<file path="src/fbpa_pkg.sv">
`default_nettype none

package fbpa_pkg;

   // Pool geometry.
   localparam int unsigned POOL_DEPTH  = 64;
   localparam int unsigned SLOT_W      = 6;
   localparam int unsigned COUNT_W     = 7;

   // The free search splits the busy map into groups of eight slots.
   localparam int unsigned LOW_W       = 3;
   localparam int unsigned GROUP_SIZE  = 8;
   localparam int unsigned GROUP_CNT   = POOL_DEPTH / GROUP_SIZE;
   localparam int unsigned GROUP_W     = SLOT_W - LOW_W;

   // Field and register widths.
   localparam int unsigned BYTES_W     = 16;
   localparam int unsigned ALIGN_W     = 4;
   localparam int unsigned ADDR_W      = 32;
   localparam int unsigned SIZE_W      = 17;
   localparam int unsigned OFFSET_W    = SLOT_W + SIZE_W;
   localparam int unsigned MEM_W       = 23;
   localparam int unsigned MEM_PROD_W  = COUNT_W + SIZE_W;
   localparam int unsigned TOTAL_W     = 32;
   localparam int unsigned CSR_DATA_W  = 32;
   localparam int unsigned CSR_INDEX_W = 2;

   localparam logic [MEM_W-1:0] MEM_MAX = '1;

   // Request kinds.
   localparam logic [1:0] KIND_ACQUIRE = 2'd0;
   localparam logic [1:0] KIND_RELEASE = 2'd1;
   localparam logic [1:0] KIND_CLEAR   = 2'd2;

   // Result status codes.
   localparam logic [1:0] STATUS_OK        = 2'd0;
   localparam logic [1:0] STATUS_EXHAUSTED = 2'd1;
   localparam logic [1:0] STATUS_REJECTED  = 2'd2;

   // Configuration register indexes.
   localparam logic [CSR_INDEX_W-1:0] CSR_POOL_SLOTS   = 2'd0;
   localparam logic [CSR_INDEX_W-1:0] CSR_BUFFER_BYTES = 2'd1;
   localparam logic [CSR_INDEX_W-1:0] CSR_ALIGN_LOG2   = 2'd2;
   localparam logic [CSR_INDEX_W-1:0] CSR_BASE_ADDRESS = 2'd3;

   // Configuration reset values.
   localparam logic [COUNT_W-1:0] POOL_SLOTS_RESET   = 7'd64;
   localparam logic [BYTES_W-1:0] BUFFER_BYTES_RESET = 16'd4096;
   localparam logic [ALIGN_W-1:0] ALIGN_LOG2_RESET   = 4'd4;
   localparam logic [ADDR_W-1:0]  BASE_ADDRESS_RESET = 32'd0;

   typedef struct packed {
      logic              found;
      logic [SLOT_W-1:0] index;
   } free_search_type;

endpackage

`default_nettype wire

</file>
<file path="src/fbpa_find_free.sv">
`default_nettype none

// Lowest free usable slot: a per-group search followed by a search over groups.
module fbpa_find_free (
   input  wire logic [fbpa_pkg::POOL_DEPTH-1:0] busy_map,
   input  wire logic [fbpa_pkg::COUNT_W-1:0]    usable,
   output fbpa_pkg::free_search_type            search
);

   logic [fbpa_pkg::POOL_DEPTH-1:0] free_vec;
   logic [fbpa_pkg::GROUP_CNT-1:0]  group_hit;
   logic [fbpa_pkg::LOW_W-1:0]      group_low [fbpa_pkg::GROUP_CNT];

   always_comb begin
      for (int i = 0; i < fbpa_pkg::POOL_DEPTH; i++) begin
         free_vec[i] = !busy_map[i] && (fbpa_pkg::COUNT_W'(i) < usable);
      end
   end

   always_comb begin
      for (int g = 0; g < fbpa_pkg::GROUP_CNT; g++) begin
         group_hit[g] = |free_vec[g*fbpa_pkg::GROUP_SIZE +: fbpa_pkg::GROUP_SIZE];
         group_low[g] = '0;
         for (int b = fbpa_pkg::GROUP_SIZE - 1; b >= 0; b--) begin
            if (free_vec[g*fbpa_pkg::GROUP_SIZE + b]) begin
               group_low[g] = fbpa_pkg::LOW_W'(b);
            end
         end
      end
   end

   always_comb begin
      search.found = |group_hit;
      search.index = '0;
      for (int g = fbpa_pkg::GROUP_CNT - 1; g >= 0; g--) begin
         if (group_hit[g]) begin
            search.index = {fbpa_pkg::GROUP_W'(g), group_low[g]};
         end
      end
   end

endmodule

`default_nettype wire

</file>
<file path="src/fbpa_addr_gen.sv">
`default_nettype none

// Aligned buffer size, the address of one slot and the size of the whole pool.
module fbpa_addr_gen (
   input  wire logic [fbpa_pkg::SLOT_W-1:0]  slot_index,
   input  wire logic [fbpa_pkg::COUNT_W-1:0] usable,
   input  wire logic [fbpa_pkg::BYTES_W-1:0] buffer_bytes,
   input  wire logic [fbpa_pkg::ALIGN_W-1:0] align_log2,
   input  wire logic [fbpa_pkg::ADDR_W-1:0]  base_address,
   output logic      [fbpa_pkg::ADDR_W-1:0]  buffer_address,
   output logic      [fbpa_pkg::MEM_W-1:0]   memory_total
);

   logic [fbpa_pkg::SIZE_W-1:0]     align_unit;
   logic [fbpa_pkg::SIZE_W-1:0]     rounded_size;
   logic [fbpa_pkg::OFFSET_W-1:0]   offset;
   logic [fbpa_pkg::MEM_PROD_W-1:0] mem_prod;

   always_comb begin
      align_unit   = fbpa_pkg::SIZE_W'(1) << align_log2;
      rounded_size = (fbpa_pkg::SIZE_W'(buffer_bytes) + align_unit - fbpa_pkg::SIZE_W'(1))
                     & ~(align_unit - fbpa_pkg::SIZE_W'(1));

      offset         = fbpa_pkg::OFFSET_W'(slot_index) * fbpa_pkg::OFFSET_W'(rounded_size);
      buffer_address = base_address + fbpa_pkg::ADDR_W'(offset);

      mem_prod = fbpa_pkg::MEM_PROD_W'(usable) * fbpa_pkg::MEM_PROD_W'(rounded_size);
      if (mem_prod > fbpa_pkg::MEM_PROD_W'(fbpa_pkg::MEM_MAX)) begin
         memory_total = fbpa_pkg::MEM_MAX;
      end else begin
         memory_total = mem_prod[fbpa_pkg::MEM_W-1:0];
      end
   end

endmodule

`default_nettype wire

</file>
<file path="src/fixed_block_pool_allocator.sv">
`default_nettype none

// Fixed-block buffer pool with a 64-slot busy map. The block takes one transaction
// in every clock cycle: busy never rises, so start may be held high for as long as
// there are requests. A transaction is captured at the edge where start is high,
// and its result appears on the rsp_ ports, marked by rsp_strobe, once it has passed
// the request register and the result register, for exactly one cycle. The receiver
// cannot stall the result, so it must take every strobed result. Throughput is one
// transaction per cycle; each result takes a single pass from the request register
// through the lowest-free search and the address multiply into the result register,
// and the busy map and counters are updated at the same edge as the result register,
// so the next request already sees the new state. Every request yields one result
// that reports the status, the granted slot and address for a successful acquire
// (zero otherwise), and the pool occupancy and statistics after the request.
// The user must write the configuration registers through the csr_ port only while
// no transaction is in flight; the block itself does not enforce this.
module fixed_block_pool_allocator (
   input  wire logic                              clock,
   input  wire logic                              reset,

   input  wire logic                              start,
   output logic                                   busy,
   input  wire logic [1:0]                        req_kind,
   input  wire logic [fbpa_pkg::SLOT_W-1:0]       req_slot,

   output logic                                   rsp_strobe,
   output logic      [1:0]                        rsp_status,
   output logic      [fbpa_pkg::SLOT_W-1:0]       rsp_granted_slot,
   output logic      [fbpa_pkg::ADDR_W-1:0]       rsp_buffer_address,
   output logic      [fbpa_pkg::COUNT_W-1:0]      rsp_free_count,
   output logic      [fbpa_pkg::COUNT_W-1:0]      rsp_peak_count,
   output logic      [fbpa_pkg::TOTAL_W-1:0]      rsp_acquire_total,
   output logic      [fbpa_pkg::TOTAL_W-1:0]      rsp_failed_total,
   output logic      [fbpa_pkg::MEM_W-1:0]        rsp_memory_total,

   input  wire logic                              csr_we,
   input  wire logic [fbpa_pkg::CSR_INDEX_W-1:0]  csr_index,
   input  wire logic [fbpa_pkg::CSR_DATA_W-1:0]   csr_wdata
);

   // Configuration registers.
   logic [fbpa_pkg::COUNT_W-1:0] pool_slots_ff;
   logic [fbpa_pkg::BYTES_W-1:0] buffer_bytes_ff;
   logic [fbpa_pkg::ALIGN_W-1:0] align_log2_ff;
   logic [fbpa_pkg::ADDR_W-1:0]  base_address_ff;

   // Request register.
   logic                         req_valid_ff;
   logic [1:0]                   kind_ff;
   logic [fbpa_pkg::SLOT_W-1:0]  slot_ff;

   // Pool state and statistics.
   logic [fbpa_pkg::POOL_DEPTH-1:0] busy_map_ff,    busy_map_in;
   logic [fbpa_pkg::COUNT_W-1:0]    busy_count_ff,  busy_count_in;
   logic [fbpa_pkg::COUNT_W-1:0]    peak_busy_ff,   peak_busy_in;
   logic [fbpa_pkg::TOTAL_W-1:0]    attempt_ff,     attempt_in;
   logic [fbpa_pkg::TOTAL_W-1:0]    failure_ff,     failure_in;

   // Result register.
   logic                            rsp_strobe_ff;
   logic [1:0]                      status_ff,      status_in;
   logic [fbpa_pkg::SLOT_W-1:0]     granted_ff,     granted_in;
   logic [fbpa_pkg::ADDR_W-1:0]     address_ff,     address_in;
   logic [fbpa_pkg::COUNT_W-1:0]    free_count_ff,  free_count_in;
   logic [fbpa_pkg::MEM_W-1:0]      memory_ff;

   logic [fbpa_pkg::COUNT_W-1:0]    usable;
   logic [fbpa_pkg::COUNT_W-1:0]    busy_count_inc;
   logic                            release_ok;
   logic [fbpa_pkg::ADDR_W-1:0]     slot_address;
   logic [fbpa_pkg::MEM_W-1:0]      memory_total;
   fbpa_pkg::free_search_type       search;

   // Every request is taken in the cycle it is offered.
   assign busy = 1'b0;

   // The slot field reaches only the first POOL_DEPTH slots, so a larger
   // configured count is capped here.
   assign usable = (pool_slots_ff > fbpa_pkg::COUNT_W'(fbpa_pkg::POOL_DEPTH))
                   ? fbpa_pkg::COUNT_W'(fbpa_pkg::POOL_DEPTH) : pool_slots_ff;

   fbpa_find_free u_find_free (
      .busy_map (busy_map_ff),
      .usable   (usable),
      .search   (search)
   );

   fbpa_addr_gen u_addr_gen (
      .slot_index     (search.index),
      .usable         (usable),
      .buffer_bytes   (buffer_bytes_ff),
      .align_log2     (align_log2_ff),
      .base_address   (base_address_ff),
      .buffer_address (slot_address),
      .memory_total   (memory_total)
   );

   assign busy_count_inc = busy_count_ff + fbpa_pkg::COUNT_W'(1);

   // A release must name a usable slot that is currently held. Slots above a
   // shrunken pool stay busy and cannot be released.
   assign release_ok = ({1'b0, slot_ff} < usable) && busy_map_ff[slot_ff];

   always_comb begin
      busy_map_in   = busy_map_ff;
      busy_count_in = busy_count_ff;
      peak_busy_in  = peak_busy_ff;
      attempt_in    = attempt_ff;
      failure_in    = failure_ff;
      status_in     = fbpa_pkg::STATUS_OK;
      granted_in    = '0;
      address_in    = '0;

      if (req_valid_ff) begin
         unique case (kind_ff)
            fbpa_pkg::KIND_ACQUIRE: begin
               attempt_in = (&attempt_ff) ? attempt_ff : attempt_ff + fbpa_pkg::TOTAL_W'(1);
               if (search.found) begin
                  busy_map_in[search.index] = 1'b1;
                  busy_count_in             = busy_count_inc;
                  if (busy_count_inc > peak_busy_ff) begin
                     peak_busy_in = busy_count_inc;
                  end
                  granted_in = search.index;
                  address_in = slot_address;
               end else begin
                  status_in  = fbpa_pkg::STATUS_EXHAUSTED;
                  failure_in = (&failure_ff) ? failure_ff
                                             : failure_ff + fbpa_pkg::TOTAL_W'(1);
               end
            end
            fbpa_pkg::KIND_RELEASE: begin
               if (release_ok) begin
                  busy_map_in[slot_ff] = 1'b0;
                  if (busy_count_ff != '0) begin
                     busy_count_in = busy_count_ff - fbpa_pkg::COUNT_W'(1);
                  end
               end else begin
                  status_in = fbpa_pkg::STATUS_REJECTED;
               end
            end
            fbpa_pkg::KIND_CLEAR: begin
               attempt_in   = '0;
               failure_in   = '0;
               peak_busy_in = busy_count_ff;
            end
            default: begin
               // The unused kind only reports the current figures.
            end
         endcase
      end

      // Free count is floored at zero, since busy slots may lie above a shrunken pool.
      free_count_in = (usable > busy_count_in) ? usable - busy_count_in : '0;
   end

   // Control state, configuration and pool state.
   always_ff @(posedge clock) begin
      if (reset) begin
         pool_slots_ff   <= fbpa_pkg::POOL_SLOTS_RESET;
         buffer_bytes_ff <= fbpa_pkg::BUFFER_BYTES_RESET;
         align_log2_ff   <= fbpa_pkg::ALIGN_LOG2_RESET;
         base_address_ff <= fbpa_pkg::BASE_ADDRESS_RESET;
         req_valid_ff    <= 1'b0;
         rsp_strobe_ff   <= 1'b0;
         busy_map_ff     <= '0;
         busy_count_ff   <= '0;
         peak_busy_ff    <= '0;
         attempt_ff      <= '0;
         failure_ff      <= '0;
      end else begin
         if (csr_we) begin
            unique case (csr_index)
               fbpa_pkg::CSR_POOL_SLOTS:
                  pool_slots_ff   <= csr_wdata[fbpa_pkg::COUNT_W-1:0];
               fbpa_pkg::CSR_BUFFER_BYTES:
                  buffer_bytes_ff <= csr_wdata[fbpa_pkg::BYTES_W-1:0];
               fbpa_pkg::CSR_ALIGN_LOG2:
                  align_log2_ff   <= csr_wdata[fbpa_pkg::ALIGN_W-1:0];
               fbpa_pkg::CSR_BASE_ADDRESS:
                  base_address_ff <= csr_wdata[fbpa_pkg::ADDR_W-1:0];
               default: begin
               end
            endcase
         end
         req_valid_ff  <= start && !busy;
         rsp_strobe_ff <= req_valid_ff;
         busy_map_ff   <= busy_map_in;
         busy_count_ff <= busy_count_in;
         peak_busy_ff  <= peak_busy_in;
         attempt_ff    <= attempt_in;
         failure_ff    <= failure_in;
      end
   end

   // Request and result payload.
   always_ff @(posedge clock) begin
      if (start && !busy) begin
         kind_ff <= req_kind;
         slot_ff <= req_slot;
      end
      if (req_valid_ff) begin
         status_ff     <= status_in;
         granted_ff    <= granted_in;
         address_ff    <= address_in;
         free_count_ff <= free_count_in;
         memory_ff     <= memory_total;
      end
   end

   assign rsp_strobe         = rsp_strobe_ff;
   assign rsp_status         = status_ff;
   assign rsp_granted_slot   = granted_ff;
   assign rsp_buffer_address = address_ff;
   assign rsp_free_count     = free_count_ff;
   assign rsp_peak_count     = peak_busy_ff;
   assign rsp_acquire_total  = attempt_ff;
   assign rsp_failed_total   = failure_ff;
   assign rsp_memory_total   = memory_ff;

   // The busy count always matches the number of held slots in the map.
   a_count_matches_map: assert property (@(posedge clock) disable iff (reset)
      $countones(busy_map_ff) == 32'(busy_count_ff))
      else $error("busy count differs from busy map population");

   // The peak never falls below the current busy count.
   a_peak_covers_count: assert property (@(posedge clock) disable iff (reset)
      peak_busy_ff >= busy_count_ff)
      else $error("peak below busy count");

   // Every captured transaction produces exactly one strobed result in the following cycle.
   a_result_follows: assert property (@(posedge clock) disable iff (reset)
      req_valid_ff |=> rsp_strobe)
      else $error("transaction produced no result");

   // An exhausted pool leaves no free usable slot.
   a_exhausted_no_free: assert property (@(posedge clock) disable iff (reset)
      (rsp_strobe && rsp_status == fbpa_pkg::STATUS_EXHAUSTED) |-> rsp_free_count == '0)
      else $error("pool reported exhausted with free slots");

endmodule

`default_nettype wire
</file>
<file path="config.mk">
export PLATFORM = sky130hd
export DESIGN_NAME = fixed_block_pool_allocator
export DESIGN_NICKNAME = d
export VERILOG_FILES = /design/src/fbpa_pkg.sv /design/src/fbpa_find_free.sv /design/src/fbpa_addr_gen.sv /design/src/fixed_block_pool_allocator.sv
export SDC_FILE = /design/constraint.sdc
export NUM_CORES = 1
export LEC_CHECK = 0
export BUFFER_PORTS_ARGS = -buffer_cell sky130_fd_sc_hd__buf_4
export CAP_MARGIN = 20
export CORE_MARGIN = 1.5
export CORE_UTILIZATION = 25
export CTS_CLUSTER_DIAMETER = 150
export CTS_CLUSTER_SIZE = 24
export DETAILED_ROUTE_END_ITERATION = 8
export HOLD_SLACK_MARGIN = 0.02
export PLACE_DENSITY = 0.37
export SLEW_MARGIN = 20
export SYNTH_ARGS = -nofsm -noshare
export SYNTH_HDL_FRONTEND = slang
export SYNTH_HIERARCHICAL = 1
export SYNTH_SLANG_ARGS = --single-unit
</file>
<file path="constraint.sdc">
create_clock -name clock -period 23.9 [get_ports clock]
set_input_delay 7.17 -clock clock [delete_from_list [all_inputs] [get_ports clock]]
set_output_delay 7.17 -clock clock [all_outputs]
set_load 0.02 [all_outputs]
</file>
==> metrics.txt <==
Final Net Count=around 3400; r2r setup slk=about 15000 ps; H-tree depth=1; Port Buffers=187; Avg Cell Area, Syn=about 8.4 µm²; # resized after CTS=0; Area Overhead vs Synth=12.69%; All-Layer GR Usage=17.85%; placed wire-length estimate=68.54 mm; Die Y=317.3 µm; Root Driver=clkbuf_16; worst path arrival time=9370 ps; hold buffer count at CTS=0; Setup crit end=rsp_buffer_address[31]$_SDFFCE_PN0P_; postcts setup bufs=0; FF-to-FF path depth=27; YS warnings=6; number of global-route vias before repair=22323; unrepaired setup endpoints after global routing=false; status=complete, no violations; Final period util=37.82%; final setup vio count=0; Slew Viols, Final=0; Slew HR=around 28%; post-synth top area share=16.46%; crit path capture type=register; DRC viols=0; Core ar.=98130 µm²; Slowest-stage cell, CP=nor4_4; Max IR drop VDD=between 0.00003 and 0.00004 V; CTS tree=built; Placement Cell Area=about 27000 µm²; Post-Route Setup TNS=0 ps; maxcap violations=0; Worst Path Buf+Inv=5; R2R Path Start=pool_slots_ff[6]$_SDFFE_PP1P_; Crit path max-delay family=adder cells; row cnt=around 120; Final Hold Vio Count=0; most frequent cells in the layout=nand2_1 (339), inv_1 (259), buf_4 (230); synth top area cells=dfxtp_1 (16%), fa_1 (13%), edfxtp_1 (9.5%), ha_1 (6.9%), nand2_1 (5.2%); WL final=a little over 90 mm; DR iter-0 viols=around 1700; Post-DRT Antenna Nets=0; pin count of the biggest net entering global routing=73; Initial Util=between 20% and 30%; die footprint=100700 µm²; number of synthesized register bits=between 200 and 300; total power divided by cell area=40.82 nW/µm²; start point of the critical path=pool_slots_ff[6]$_SDFFE_PP1P_; crit-path max FO=46; Final Critical Period=9038 ps; Post-Layout Inst Area=between 20000 and 30000 µm²; Via density=around 5; Post-synth EDFFs=78; crit path launch type=register; largest area contributor in the netlist=dfxtp_1; Top cell by count, worst path=fa_1; CP max stage delay=between 600 and 700 ps; r2r endpoint=rsp_buffer_address[31]$_SDFFCE_PN0P_; Synth Net Count=3289; first-pass GRT wire length=138.9 mm; HP Class=reg -> reg; path type of the worst setup path=reg -> reg; worst hold path depth=2; synthesized area=24700 µm²; post-layout util=28.36%; I/O pin total=about 190; Num Clock Sinks=281; leakage power=11.42 nW; post-synthesis cell count=2949; DR pass1 iterations=6; share of cells above drive strength 1=10.76%; antenna violations before repair=3; Die X=about 320 µm; clock skew=36.86 ps; Clock Pin Slew Worst Setup and Hold Paths=110 ps; Post-synth top flop=dfxtp_1; Critical Path RT=24230 ps; CTS buffer count=16; RePlAce Congestion=between 0.8 and 0.9; CP Depth=27; Longest Clk Path Bufs=3; WL/cell=between 20 and 25 µm; leading cell type in the layout, fill and taps excluded=nand2_1; post-synth cell types=108; clk_lat worst skew=580 ps; register area share after synthesis=25.94%; ys async rst share=0%; worst slew pin tran=1075 ps; total grt overflow=0; FMAX=between 0.1 and 0.15 GHz; routed vias=22106
[flip-flops by register name (all words and copies together) (netlist names)]
signal	count
kind_ff	2
pool_slots_ff	7
rsp_status	2
busy_map_ff	64
rsp_memory_total	23
align_log2_ff	4
rsp_free_count	7
rsp_failed_total	32
req_valid_ff	1
rsp_granted_slot	6
slot_ff	6
base_address_ff	32
buffer_bytes_ff	16
busy_count_ff	7
rsp_strobe	1
rsp_peak_count	7
rsp_acquire_total	32
rsp_buffer_address	32
[cell type report]
type                            instances  area, µm²
Clock inverter                          6      53.80
Clock buffer                           22      432.9
Antenna cell                            1      2.502
Inverter                              259      972.2
Fill cell                           10619      70300
Timing Repair Buffer                  230       1727
Multi-Input combinational cell       2251      16620
Sequential cell                       281       6411
Tap cell                             1287       1610
[kinds of logic after synthesis]
group                    Yosys count  synth area share, %
multiplexers                      41                2.138
AO/OA/AOI/OAI                    716                18.76
buffers and inverters            417                6.890
other                              1              0.01518
AND/OR/NAND/NOR                 1085                22.54
XOR/XNOR                         113                4.008
adder cells (fa/ha/maj)          295                19.71
flip-flops                       281                25.94
[routing by layer]
| metal | routed length [µm] | up-vias | global-route usage, % |
|---|---|---|---|
| li1 | - | 10463 | - |
| met3 | 3923 | 117 | 1.859 |
| met2 | 41620 | 569 | 29.23 |
| met1 | 43070 | 10957 | 24.61 |
| met5 | 0 | - | 0 |
| met4 | 2748 | 0 | 5.483 |
[power by group]
| group | switching, mW | internal (mW) |
|---|---|---|
| combinational | 0.198 | 0.0984 |
| clock | 0.193 | 0.133 |
| sequential | 0.0103 | 0.504 |
| total | 0.402 | 0.735 |
[cells in the mapped netlist, types with 9 or more instances]
master and instances:
nand2_1 339, inv_1 259, dfxtp_1 203, a21oi_1 195
nor2_1 184, o21ai_0 183, fa_1 157, ha_1 137
clkbuf_1 114, nor2b_1 91, nand3_1 88, edfxtp_1 78
and3_1 76, xnor2_1 71, and2_1 48, nor3_1 47
xor2_1 42, o211ai_1 39, a21o_1 38, nand4_1 31
nor4_1 31, nand2b_1 30, or3_1 27, a211oi_1 24
o21a_1 22, a31oi_1 20, o21ai_1 20, and4_1 19
mux2i_1 19, buf_2 18, nand3b_1 18, o31ai_1 18
a211o_1 14, o211a_1 13, o21bai_1 12, nor3b_1 10
a21boi_0 9, a22oi_1 9, buf_6 9
[tightest hold or removal path: stages, from the launching register on]
cell	delay, ps
dfxtp_1	330
nand2_1	50
a21oi_1	50
[worst min path at each step]
stage                                           startpoint                                to  slack [ps]
final                     buffer_bytes_ff[14]$_SDFFE_PP0P_  buffer_bytes_ff[14]$_SDFFE_PP0P_         460
after global routing      buffer_bytes_ff[15]$_SDFFE_PP0P_  buffer_bytes_ff[15]$_SDFFE_PP0P_         480
after CTS                 buffer_bytes_ff[14]$_SDFFE_PP0P_  buffer_bytes_ff[14]$_SDFFE_PP0P_         470
after detailed placement  buffer_bytes_ff[14]$_SDFFE_PP0P_  buffer_bytes_ff[14]$_SDFFE_PP0P_         450
after global placement    buffer_bytes_ff[13]$_SDFFE_PP0P_  buffer_bytes_ff[13]$_SDFFE_PP0P_         450
after floorplan              align_log2_ff[2]$_SDFFE_PP1P_     align_log2_ff[2]$_SDFFE_PP1P_         430
[stage by stage]
stage | cells | power, mW | hold WS (ps) | worst slack [ps]
after floorplan | 2949 | 0.7121 | 433.5 | 15400
after global placement | 4308 | 0.8210 | 449.7 | 14850
after detailed placement | 4308 | 0.8206 | 453.9 | 14890
after CTS | 4336 | 1.153 | 468.6 | 14880
after global routing | 4336 | 1.197 | 480.7 | 14390
final | 4337 | 1.136 | 463.0 | 14860
Note: power is estimated with default switching activity, not from simulation.
